--- src/rtl/spd_pkg.sv ---
// ----------------------------------------------------------------------------
// spd_pkg
// Shared types and constants of the dense-graph shortest-path engine.
// ----------------------------------------------------------------------------
package spd_pkg;

    localparam int LANES     = 16;
    localparam int VERT_BITS = 4;
    localparam int DIST_BITS = 20;
    localparam int PRED_BITS = 5;

    localparam logic [DIST_BITS-1:0] DIST_MAX = 20'hFFFFF;
    localparam logic [PRED_BITS-1:0] NO_PRED  = 5'd31;

    localparam logic MODE_WRITE = 1'b0;
    localparam logic MODE_QUERY = 1'b1;

    // broadcast command to every cell
    typedef struct packed {
        logic                  init;
        logic                  mark;
        logic                  relax;
        logic                  edge_ok;
        logic [DIST_BITS-1:0]  cand;
        logic [VERT_BITS-1:0]  from_idx;
    } cell_cmd_t;

    // per-vertex search state
    typedef struct packed {
        logic [DIST_BITS-1:0]  dist_val;
        logic                  reached;
        logic                  visited;
        logic [PRED_BITS-1:0]  pred;
    } cell_state_t;

endpackage

--- src/rtl/spd_cell.sv ---
// ----------------------------------------------------------------------------
// spd_cell
// One vertex lane: best distance, reached/visited flags and predecessor.
// ----------------------------------------------------------------------------
module spd_cell (
    input  logic                 clk,
    input  logic                 rst_n,
    input  spd_pkg::cell_cmd_t   cmd,
    input  logic                 hit_src,
    input  logic                 hit_sel,
    output spd_pkg::cell_state_t state_q,
    output spd_pkg::cell_state_t state_n
);

    spd_pkg::cell_state_t st_reg;
    spd_pkg::cell_state_t st_next;

    always_comb
    begin
        st_next = st_reg;
        if (cmd.init)
        begin
            st_next.dist_val = hit_src ? '0 : spd_pkg::DIST_MAX;
            st_next.reached  = hit_src;
            st_next.visited  = 1'b0;
            st_next.pred     = spd_pkg::NO_PRED;
        end
        else if (cmd.mark && hit_sel)
        begin
            st_next.visited = 1'b1;
        end
        else if (cmd.relax && hit_sel && cmd.edge_ok && !st_reg.visited &&
                 (!st_reg.reached || (cmd.cand < st_reg.dist_val)))
        begin
            st_next.dist_val = cmd.cand;
            st_next.reached  = 1'b1;
            st_next.pred     = {1'b0, cmd.from_idx};
        end
    end

    always_ff @(posedge clk or negedge rst_n)
    begin
        if (!rst_n)
        begin
            st_reg.dist_val <= spd_pkg::DIST_MAX;
            st_reg.reached  <= 1'b0;
            st_reg.visited  <= 1'b0;
            st_reg.pred     <= spd_pkg::NO_PRED;
        end
        else
        begin
            st_reg <= st_next;
        end
    end

    assign state_q = st_reg;
    assign state_n = st_next;

endmodule
--- config.mk ---
export PLATFORM = sky130hd
export DESIGN_NAME = spd_cell
export DESIGN_NICKNAME = d
export VERILOG_FILES = /design/src/rtl/spd_pkg.sv /design/src/rtl/spd_cell.sv
export SDC_FILE = /design/constraint.sdc
export NUM_CORES = 1
export LEC_CHECK = 0
export BUFFER_PORTS_ARGS = -buffer_cell sky130_fd_sc_hd__clkbuf_2
export CAP_MARGIN = 20
export CORE_MARGIN = 2
export CORE_UTILIZATION = 41
export DETAILED_ROUTE_END_ITERATION = 10
export GPL_ROUTABILITY_DRIVEN = 0
export PLACE_DENSITY = 0.85
export SLEW_MARGIN = 15
export SYNTH_ARGS = -nofsm -noshare
export SYNTH_HDL_FRONTEND = slang
export SYNTH_SLANG_ARGS = --single-unit
--- constraint.sdc ---
create_clock -name clk -period 2.5 [get_ports clk]
set_input_delay 0.125 -clock clk [delete_from_list [all_inputs] [get_ports clk]]
set_output_delay 0.125 -clock clk [all_outputs]
set_load 0.05 [all_outputs]
Yosys cells after proc, flatten, opt, wreduce, memory -nomap -nowiden
Cells that the tools add are included.
{ "totals": {"latch_bits": 0, "romBits": 0, "wordCells": 20, "ramBits": 0, "out_inout_bits": 54, "memories": 0, "ff_bits": 27} }
{ "op_classes": {"div": 0, "shifts": 0, "n_mux": 7, "bitwise_logic": 0, "n_reduce_logical": 8, "n_lt_le_gt_ge": 1, "n_eq_ne": 0, "mul": 0, "addsub": 0} }
{ "op_table": {"columns": ["op", "count"], "rows": [
  ["$mux W21", 2],
  ["$mux W27", 1],
  ["$lt A20 B20 Y1", 1],
  ["$mux W20", 1],
  ["$mux W5", 2],
  ["$logic_and A1 B1 Y1", 5],
  ["$logic_not A1 Y1", 2],
  ["$logic_or A1 B1 Y1", 1],
  ["$mux W1", 1]
]} }

Longest topological paths before layout
Gate-level depths: netlist of run 1.
{ "depth": {"ltp_word": 7, "ltp_mapped": 9, "depth_no_buf": 8} }

Least setup slack after synthesis of run 1
No wires, ideal clock.
{ "synth_timing": {"kind": "register -> register", "start": "register st_reg, in the netlist state_q[25]", "end": "register st_reg, in the netlist state_q[4]", "t_required_ns": 2.258, "arrival_ns": 3.291, "synth_period_minus_slack_ns": 3.533, "stages_incl_launch_ff": 9, "setup_time_ns": 0.242, "setup_slack_ns": -1.033, "path_cell_list": "dfstp_2 inv_1 ha_1 nand4_1 or2_1 nor3_4 a2111oi_4 or2_2 o21ai_0"} }
{ "synth_lines": {"columns": ["item", "line", "source"], "rows": [
  ["start, declared", "spd_cell.sv:15", "spd_pkg::cell_state_t st_reg;"],
  ["start signal, assigned", "spd_cell.sv:52", "st_reg <= st_next;"]
]} }

==> results of run 1 <==
[cell type report]
| cell class | instances | area, sq um |
|---|---|---|
| clock buffers | 4 | 45.0 |
| fillers | 225 | 737 |
| inverters | 25 | 93.8 |
| multi-input cells | 91 | 1130 |
| flip-flops and latches | 27 | 707 |
| well taps | 50 | 62.6 |
| repair buffers | 137 | 1160 |
[report_power, final]
part | total, uW | switching, uW | internal, uW
Combinational | 970 | 568 | 401
Clock | 261 | 146 | 115
Sequential | 535 | 28.1 | 507
Total | 1770 | 742 | 1020
[final timing paths]
kind	start	endpoint	slack, ns	depth (start not counted)
worst min-delay path	cmd[27]	state_q[5]	0.09	2
worst min register to register	state_q[5]	state_q[5]	0.65	2
worst max register to register	state_q[18]	state_q[1]	-0.34	15
worst max-delay path	state_q[23]	state_n[3]	-0.44	11
max in group asynchronous	rst_n	state_q[6]	1.65	2
min in group asynchronous	rst_n	state_q[5]	0.41	2
[Yosys cell counts, types with 2 or more instances]
cell type	number
dfstp_2	25
inv_1	25
o221a_1	20
ha_1	19
o21ai_0	7
a21oi_1	6
nand2_1	5
nor2_1	5
o211ai_1	4
nand4_1	3
a211o_1	2
buf_2	2
buf_6	2
clkbuf_1	2
dfrtp_1	2
nand2b_1	2
nor3_1	2
o21a_1	2
o21ai_2	2
[worst register-to-register path, delay by kind of cell, from the launching register on]
kind            cells  cell delay (ns)
buf+inv             8             0.92
fa+ha+maj           1             0.31
simple gates        1             0.14
flops               1             0.54
compound gates      5             0.90
[metrics by stage]
| stage | instance area, sq um | utilization [%] | setup slack (ns) |
|---|---|---|---|
| 2_1_floorplan | 1890 | - | -0.505 |
| 5_1_grt | 3210 | 81.3 | -0.577 |
| 4_1_cts | 3140 | 79.6 | -0.479 |
| 3_3_place_gp | 2740 | 69.4 | -0.189 |
| 3_5_place_dp | 2740 | 69.4 | -0.250 |
| 6_report | 3210 | 81.3 | -0.436 |
[per-layer routing]
layer | up-vias | part of all wire [%]
met5 | - | 0
met4 | 0 | 2.0
met3 | 8 | 4.5
met1 | 829 | 38
met2 | 65 | 55
li1 | 829 | -
[cell usage in the layout (no fill, tap or decap), drive strengths merged]
cell type,n
a31oi,1
nor2b,1
a21oi,7
dlygate4sd3,1
a21boi,1
a2111oi,1
nor3,3
o21ai,9
nand3,1
buf,70
nand2,5
a311o,1
dfrtp,2
dfstp,25
nand4b,1
o31ai,1
inv,25
nand4,3
o221a,20
nor2,5
o211ai,4
clkbuf,70
o21a,2
a211o,2
ha,19
or2,2
nand2b,2
[kinds of logic (layout without fill, tap and decap cells)]
group                    after synthesis  count (layout)
AND/OR/NAND/NOR                       23              23
AO/OA/AOI/OAI                         49              49
buffers and inverters                 31             166
flip-flops                            27              27
adder cells (fa/ha/maj)               19              19
[what timing repair did]
item,CTS,global route
endpoints found under the hold margin,2,0
endpoints found under the setup margin,29,50
pin swaps,14,9
gates resized for setup,62,26
hold buffers,1,0
setup buffers,15,3
==> metrics.md, run 1 <==
| Metric | Value |
|---|---|
| Clock Path Buffers | 2 |
| ANT nets after route | 0 |
| H-tree depth | 1 |
| Die Y-Extent | roughly 68 um |
| Worst Setup End Kind | output pin |
| First DRT Iteration DRCs | 73 |
| Crit-path most repeated cell | or2_4 |
| Final Max Slew Viols | 0 |
| Yosys warns | 0 |
| Top cells by area, synth | dfstp_2 40%, ha_1 14%, o221a_1 14% |
| Post-synthesis sequential area ratio | 42.7% |
| Met2 Use GR | between 40% and 50% |
| Post-synth top flop | dfstp_2 |
| Final worst hold slack | approximately 0.09 ns |
| Max_cap viols | 0 |
| First drt pass iteration count | 4 |
| Starting density of the core | 42.0% |
| Synthesized area | 0.00166 sq mm |
| Die X | 67.6 um |
| EDFF count, synth | 0 |
| Core box area | 0.00394 sq mm |
| DR WL/cell | 17.0 um |
| Clk_lat worst skew | 0.28 ns |
| Kind of critical path | register to output pin |
| Synth top area share | 39.7% |
| First-pass GRT wire length | 8270 um |
| Placed insts | 319 |
| Main combinational cell family by area after synthesis | compound AO/OA/AOI/OAI gates |
| Met3 usage | 3.17% |
| GR peak layer | met2 |
| Fraction of registers with async set/reset | 100% |
| Setup TNS Final | -10.06 ns |
| Max FO, Critical Path | 5 |
| Via density | 5.18 |
| Period utilization | 117% |
| Slew headroom | 53.9% |
| Post-synthesis xor/xnor area fraction | 0% |
| Initial antenna violation count | 0 |
| CTS tree | built |
| Status | finished, violations left |
| Worst path max stage delay | 0.55 ns |
| DRC errors left | 0 |
| GRT Resource Usage Total | about a quarter |
| Synth Area per Inst | 11.1 sq um |
| Final count of hold timing violations | 0 |
| Root buffer selected by CTS | clkbuf_8 |
| Largest net degree at the start of global routing | 28 |
| Post-synthesis cell type count | 31 |
| Die area | 0.00457 sq mm |
| Post-DP HPWL | 4070 um |
| CP Cell Sequence | inv_1 > ha_1 > nand4_1 > or2_4 > o21ai_4 > buf_6 > a2111oi_4 > buf_4 > or2_4 > o211ai_1 > clkbuf_8 |
| Simple-Gate Fraction of Synth Area | 7.70% |
| Max stage delay cell, worst path | dfstp_2 |
| Post-Route WL | 5680 um |
| I/O Buffers | 85 |
| Failing checks | setup timing |
| Cells after Synth | 149 |
| Cell Rows | 23 |
| Clk slew on worst S/H paths | 0.09 ns |
| # diodes | 0 |
| RSZ-0062 raised after global routing | yes |
| Fraction of layout instances using a drive strength above 1 | 74.6% |
| Leading area contributor after synthesis | dfstp_2 |
| Max IR drop VDD | 0.000331 V |
| Maximum clock rate | ~0.34 GHz |
| GRT met1 Usage | a little over a quarter |
| Final WS setup | -0.436 ns |
| Min Tclk post-route | 2.94 ns |
| Final setup violation count | 28 |
| Largest delay share family, worst path | simple AND/OR/NAND/NOR gates |
| CP Data Required Time | 2.38 ns |
| Final non-filler cell total | 334 |
| Vias in the first global route | 1,787 |
| HP Class | input pin to register |
| Syn_nets | 200 |
| Skew final | about 0.0078 ns |
| Final Power | 1770 uW |
| Total grt overflow | 0 |
| CP Buf/Inv Count | 4 |
| Clock sinks | 27 |
| I/O pin cnt | 86 |
| Static Leakage | 0.00157 uW |
| Routed vias | between 1,500 and 2,000 |
| WP data arrival | 2.81 ns |
| Layout area overhead | 93.5% |
| Compound-Gate Fraction of Synth Area | ~27% |
| TritonCTS Buffers | 3 |
| Layout Nets | between 300 and 400 |
| Pwr per Cell Area | around 550 mW/mm^2 |
| CP Launch Type | register |
| Multiplexer area fraction after synthesis | 0% |
| Max reg flops | 27 |
| Post-synthesis adder-cell area fraction | 14.4% |
| FF+latch count, synth | 27 |
| Least-Margin Pin Slew | 0.692 ns |
(Power assumes the default switching activity.)
==> run 2, diff against run 1 <==
--- a/config.mk
+++ b/config.mk
@@ -6,12 +6,12 @@
 export NUM_CORES = 1
 export LEC_CHECK = 0
 export BUFFER_PORTS_ARGS = -buffer_cell sky130_fd_sc_hd__clkbuf_2
-export CAP_MARGIN = 20
+export CAP_MARGIN = 5
 export CORE_MARGIN = 2
 export CORE_UTILIZATION = 41
 export DETAILED_ROUTE_END_ITERATION = 10
 export GPL_ROUTABILITY_DRIVEN = 0
-export PLACE_DENSITY = 0.85
+export PLACE_DENSITY = 0.75
 export SLEW_MARGIN = 15
 export SYNTH_ARGS = -nofsm -noshare
 export SYNTH_HDL_FRONTEND = slang
==> metrics.md, run 2 (synthesis gave the netlist of run 1 again) <==
| Metric | Value |
|---|---|
| CTS tree | built |
| Via density | 5.20 (+0.24%) |
| WHS Path Cells | 2 (unchanged) |
| Clock sinks | 27 (unchanged) |
| Core box area | 0.00394 sq mm (unchanged) |
| Max reg flops | 27 (unchanged) |
| Largest net degree at the start of global routing | 28 (unchanged) |
| ANT nets after route | 0 (unchanged) |
| Final setup violation count | 31 (+11%) |
| I/O pin cnt | 86 (unchanged) |
| Setup WS pre-CTS | -0.196 ns (+0.0539 ns) |
| Slew headroom | 55.2% (+1.3 points) |
| Hold Startpoint | cmd[27] |
| Pwr per Cell Area | 555 mW/mm^2 (+0.80%) |
| Die X | 67.6 um (unchanged) |
| Max FO, Critical Path | 13 (+8) |
| RSZ-0062 raised after global routing | yes |
| Static Leakage | 0.00152 uW (-3.4%) |
| Placed insts | 314 (-1.6%) |
| I/O Buffers | 85 (unchanged) |
| Failing checks | setup timing |
| Worst Setup End Kind | output pin |
| Die Y-Extent | 67.6 um (unchanged) |
| Fraction of layout instances using a drive strength above 1 | 72.3% (-2.3 points) |
| Initial antenna violation count | 0 (unchanged) |
| Least-Margin Pin Slew | 0.672 ns (-0.0199 ns) |
| R2r setup slk | -0.20 ns (+0.14 ns) |
| First-pass GRT wire length | 8010 um (-3.1%) |
| Final WS setup | -0.416 ns (+0.0202 ns) |
| Layout Nets | 330 (-1.8%) |
| Final non-filler cell total | 328 (-1.8%) |
| Skew final | 0.00315 ns (-0.00467 ns) |
| Reg-to-Reg Start | state_q[25] |
| R2R depth | 13 (-2) |
| Final Max Slew Viols | 0 (unchanged) |
| Status | finished, violations left |
| Clk_lat worst skew | 0.27 ns (about the same) |
| Die area | 0.00457 sq mm (unchanged) |
| Vias in the first global route | 1,709 (-4.4%) |
| Clock Path Buffers | 2 (unchanged) |
| HP Class | input pin to register |
| TritonCTS Buffers | 3 (unchanged) |
| WP data arrival | 2.79 ns (-0.02 ns) |
| Maximum clock rate | 0.343 GHz (+0.69%) |
| Max_cap viols | 0 (unchanged) |
| Min Tclk post-route | 2.92 ns (-0.0202 ns) |
| GRT Resource Usage Total | 23.5% (-1.3 points) |
| # diodes | 0 (unchanged) |
| Post-Route WL | 5240 um (-7.8%) |
| Root buffer selected by CTS | clkbuf_8 |
| Total grt overflow | 0 (unchanged) |
| DR WL/cell | 16.0 um (-6.1%) |
| Core Util, Final | 77.9% (-3.4 points) |
| Max IR drop VDD | 0.000360 V (+8.7%) |
| Post-DP HPWL | 3560 um (-12%) |
| First DRT Iteration DRCs | 51 (-30%) |
| Final Power | 1710 uW (-3.4%) |
| First drt pass iteration count | 4 (unchanged) |
| Kind of critical path | register to output pin |
| Filler cells | 240 (+6.7%) |
| Layout area overhead | 85.5% |
| Most frequent cells in the layout | 60 x clkbuf_2, 38 x buf_4, 25 x dfstp_2, 20 x o221a_4, 19 x clkbuf_8 |
| Routed vias | 1,704 (-1.6%) |
| Starting density of the core | 42.0% (unchanged) |
| Period utilization | 117% (-0.81 points) |
| Cell Rows | 23 (unchanged) |
| Endpoint, Worst Hold | state_q[5] |
| Final count of hold timing violations | 0 (unchanged) |
| Clk slew on worst S/H paths | 0.09 ns (about the same) |
| Commonest non-fill, non-tap cell in the layout | clkbuf_2 |
| DRC errors left | 0 (unchanged) |
| H-tree depth | 1 (unchanged) |
| R2R Path End | state_q[1] |
| CP Data Required Time | 2.38 ns (about the same) |
| CP Launch Type | register |
run 2: what timing repair did:
item	CTS	global route
cloned	0	0
buffers inserted	7	2
endpoints found under the hold margin	2	0
endpoints found under the setup margin	28	34
pin swaps	10	4
gates resized for setup	61	9
hold buffers	1	0
run 2: area by class of cell:
class | count | area [sq um] | share of cell area, %
clock buffers | 4 | 45.0 | 1.47
inverters | 25 | 93.8 | 3.05
multi-input cells | 91 | 1100 | 36.0
flip-flops and latches | 27 | 707 | 23.0
well taps | 50 | 62.6 | 2.04
repair buffers | 131 | 1060 | 34.5
run 2: stage by stage:
stage	hold WS, ns	cell area, sq um	setup TNS, ns
after floorplan	-0.171	1890	-12.02
after global placement	0.187	2640	-3.62
after detailed placement	0.185	2640	-3.93
after CTS	0.110	3050	-9.30
after global routing	0.118	3070	-12.97
final	0.118	3070	-9.92
run 2: worst max-delay path, stage by stage (launching register included):
cell and delay (ns):
dfstp_2 0.56, inv_2 0.05, ha_4 0.26, nand4_1 0.11, or2_4 0.30, o21ai_4 0.18, nor2_1 0.06, a311o_1 0.36
buf_6 0.18, o221a_4 0.28, clkbuf_8 0.18
run 2: how the worst max path moves through the flow:
stage,startpoint,to,slack [ns]
floorplan,state_q[24],state_q[0],-0.51
global placement,state_q[26],state_n[12],-0.18
detailed placement,state_q[26],state_n[14],-0.20
CTS,state_q[9],state_n[14],-0.40
global route,state_q[24],state_n[2],-0.52
finish,state_q[26],state_n[15],-0.42
run 2: per-layer routing:
metal / global-route usage (%) / up-vias / routed length (um)
met4: 6.12 / 0 / 65
met1: 27.3 / 822 / 2090
li1: - / 818 / -
met3: 3.33 / 8 / 219
met5: 0 / - / 0
met2: 44.6 / 56 / 2870
run 2: where the power goes:
group | internal (uW) | switching [uW]
Combinational | 373 | 544
Clock | 114 | 137
Sequential | 507 | 30.2
==> run 3, diff against run 2 <==
--- a/config.mk
+++ b/config.mk
@@ -7,11 +7,13 @@
 export LEC_CHECK = 0
 export BUFFER_PORTS_ARGS = -buffer_cell sky130_fd_sc_hd__clkbuf_2
 export CAP_MARGIN = 5
+export CELL_PAD_IN_SITES_DETAIL_PLACEMENT = 2
+export CELL_PAD_IN_SITES_GLOBAL_PLACEMENT = 2
 export CORE_MARGIN = 2
-export CORE_UTILIZATION = 41
+export CORE_UTILIZATION = 24
 export DETAILED_ROUTE_END_ITERATION = 10
 export GPL_ROUTABILITY_DRIVEN = 0
-export PLACE_DENSITY = 0.75
+export PLACE_DENSITY = 0.76
 export SLEW_MARGIN = 15
 export SYNTH_ARGS = -nofsm -noshare
 export SYNTH_HDL_FRONTEND = slang
==> metrics.md, run 3 (synthesis gave the netlist of run 1 again) <==
| Metric | Value |
|---|---|
| Final Instance Area | 0.00314 sq mm (+2.2%) |
| Final non-filler cell total | 350 (+6.7%) |
| Die area | 0.00758 sq mm (+66%) |
| Layout area overhead | 89.5% |
| Reg-to-Reg Start | state_q[12] |
| CP Cell Sequence | inv_2 > ha_4 > a211o_1 > a21oi_4 > o31ai_4 > a2111oi_4 > buf_4 > or2_4 > o211ai_1 > buf_4 > buf_12 |
| Max reg flops | 27 (unchanged) |
| Worst path max stage delay | 0.58 ns (+0.02 ns) |
| Static Leakage | 0.00149 uW (-1.6%) |
| CP Launch Type | register |
| Period utilization | 117% (+0.65 points) |
| R2r setup slk | -0.03 ns (+0.17 ns) |
| Worst Setup End Kind | output pin |
| Max IR drop VDD | 0.000271 V (-25%) |
| Layout Nets | 322 (-2.4%) |
| RSZ-0062 raised after global routing | yes |
| Critical Path Source | state_q[12] |
| Hold Startpoint | cmd[27] |
| Area after DPL | 0.00274 sq mm (+3.6%) |
| Clock sinks | 27 (unchanged) |
| Post-DP HPWL | 4610 um (+30%) |
| Max FO, Critical Path | 5 (-8) |
| Min Tclk post-route | 2.93 ns (+0.0161 ns) |
| Routed vias | 1,692 (-0.70%) |
| Kind of critical path | register to output pin |
| Post-Route WL | 6240 um (+19%) |
| Pwr per Cell Area | 560 mW/mm^2 (+0.90%) |
| I/O Buffers | 85 (unchanged) |
| Met3 wire len | 306 um (+40%) |
| Final setup violation count | 26 (-16%) |
| I/O pin cnt | 86 (unchanged) |
| Most frequent cells in the layout | 60 x clkbuf_2, 32 x buf_4, 25 x dfstp_2, 20 x o221a_4, 19 x inv_1 |
| Highest routed layer | met4 |
| DR WL/cell | 17.8 um (+11%) |
| Skew final | 0.0112 ns (+0.00803 ns) |
| Starting density of the core | 24.7% (-17 points) |
| Setup WS pre-CTS | -0.213 ns (-0.0170 ns) |
| Commonest non-fill, non-tap cell in the layout | clkbuf_2 |
| First-pass GRT wire length | 9930 um (+24%) |
| Fraction of layout instances using a drive strength above 1 | 73.3% (+1.0 points) |
| WP data arrival | 2.81 ns (+0.02 ns) |
| Via density | 4.83 (-6.9%) |
| Filler cells | 700 (+190%) |
| CP endpoint | state_n[0] |
| Final Power | 1760 uW (+3.1%) |
| Total grt overflow | 0 (unchanged) |
| Cell Rows | 30 (+30%) |
| Final Max Slew Viols | 0 (unchanged) |
| Slew headroom | 50.8% (-4.4 points) |
| ANT nets after route | 0 (unchanged) |
| Crit-path most repeated cell | buf_4 |
| First DRT Iteration DRCs | 37 (-27%) |
| First drt pass iteration count | 3 (-1) |
| R2R depth | 11 (-2) |
| HP Class | input pin to register |
| Die X | 87.1 um (+29%) |
| TritonCTS Buffers | 3 (unchanged) |
| Final count of hold timing violations | 0 (unchanged) |
| CTS tree | built |
| Maximum clock rate | 0.341 GHz (-0.55%) |
| Final WS setup | -0.432 ns (-0.0161 ns) |
| Initial antenna violation count | 0 (unchanged) |
| Die Y-Extent | 87.1 um (+29%) |
| DRC errors left | 0 (unchanged) |
| CP Data Required Time | 2.38 ns (about the same) |
| Status | finished, violations left |
| Largest net degree at the start of global routing | 28 (unchanged) |
| DRT met1 WL | 2510 um (+21%) |
| Clk_lat worst skew | 0.29 ns (+0.02 ns) |
| Vias in the first global route | 1,963 (+15%) |
| Clk slew on worst S/H paths | 0.11 ns (+0.02 ns) |
| Max_cap viols | 0 (unchanged) |
| Least-Margin Pin Slew | 0.738 ns (+0.0657 ns) |
| Core box area | 0.00672 sq mm (+70%) |
| WL met2 | 3350 um (+17%) |
| Final worst hold slack | 0.0973 ns (-0.0206 ns) |
| Root buffer selected by CTS | clkbuf_8 |
| H-tree depth | 1 (unchanged) |
| GRT Resource Usage Total | 16.6% (-6.9 points) |
| Max stage delay cell, worst path | dfstp_2 |
| R2R Path End | state_q[0] |
| Placed insts | 336 (+7.0%) |
| Failing checks | setup timing |
| # diodes | 0 (unchanged) |
| Clock Path Buffers | 2 (unchanged) |
-- run 3: cell count changes in the layout (fill, tap and decap cells not counted), sizes merged --
cell / change
clkbuf: -16
buf: +7
clkinvlp: +1
-- run 3: layout make-up --
cell class                 count  area, sq um  share of cell area [%]
multi-input combinational     91         1160                    36.9
timing repair buffer         123         1030                    32.9
sequential                    27          707                    22.5
tap                           80          100                    3.19
inverter                      25         93.8                    2.99
clock buffer                   3         41.3                    1.32
clock inverter                 1         7.51                   0.239
-- run 3: power breakdown --
group,internal [uW],switching [uW]
Sequential,508,32.4
Clock,114,159
Combinational,388,558
-- run 3: how the worst min path moves through the flow --
stage                      end  cells past startpoint
floorplan           state_q[5]                      0
global placement    state_q[5]                      1
detailed placement  state_q[5]                      1
CTS                 state_q[5]                      2
global route        state_q[5]                      2
finish              state_q[5]                      2
-- run 3: metal layers --
layer  track usage, %  vias up
met2             31.1       56
met4             4.12        0
met1             18.9      832
met3             3.79        6
li1                 -      798
met5                0        -
-- run 3: worst max-delay path, delay by kind of cell, from the launching register on --
kind	cells	cell delay [ns]
buffers and inverters	4	0.57
and+or+nand+nor	1	0.14
DFF	1	0.58
adders and majority gates	1	0.23
AOI/OAI and AO/OA	5	0.99
-- run 3: repair_timing --
item	4_1_cts	5_1_grt
setup endpoints to repair	26	37
hold buffers	1	0
pin swaps	8	10
gates resized for setup	44	23
buffers inserted	7	5
endpoints found under the hold margin	2	0
-- run 3: per-stage QoR --
step / TNS (ns) / util (%)
floorplan: -12.02 / -
global placement: -3.48 / 40.7
detailed placement: -4.32 / 40.7
CTS: -10.89 / 45.5
global route: -13.00 / 46.7
finish: -9.04 / 46.7
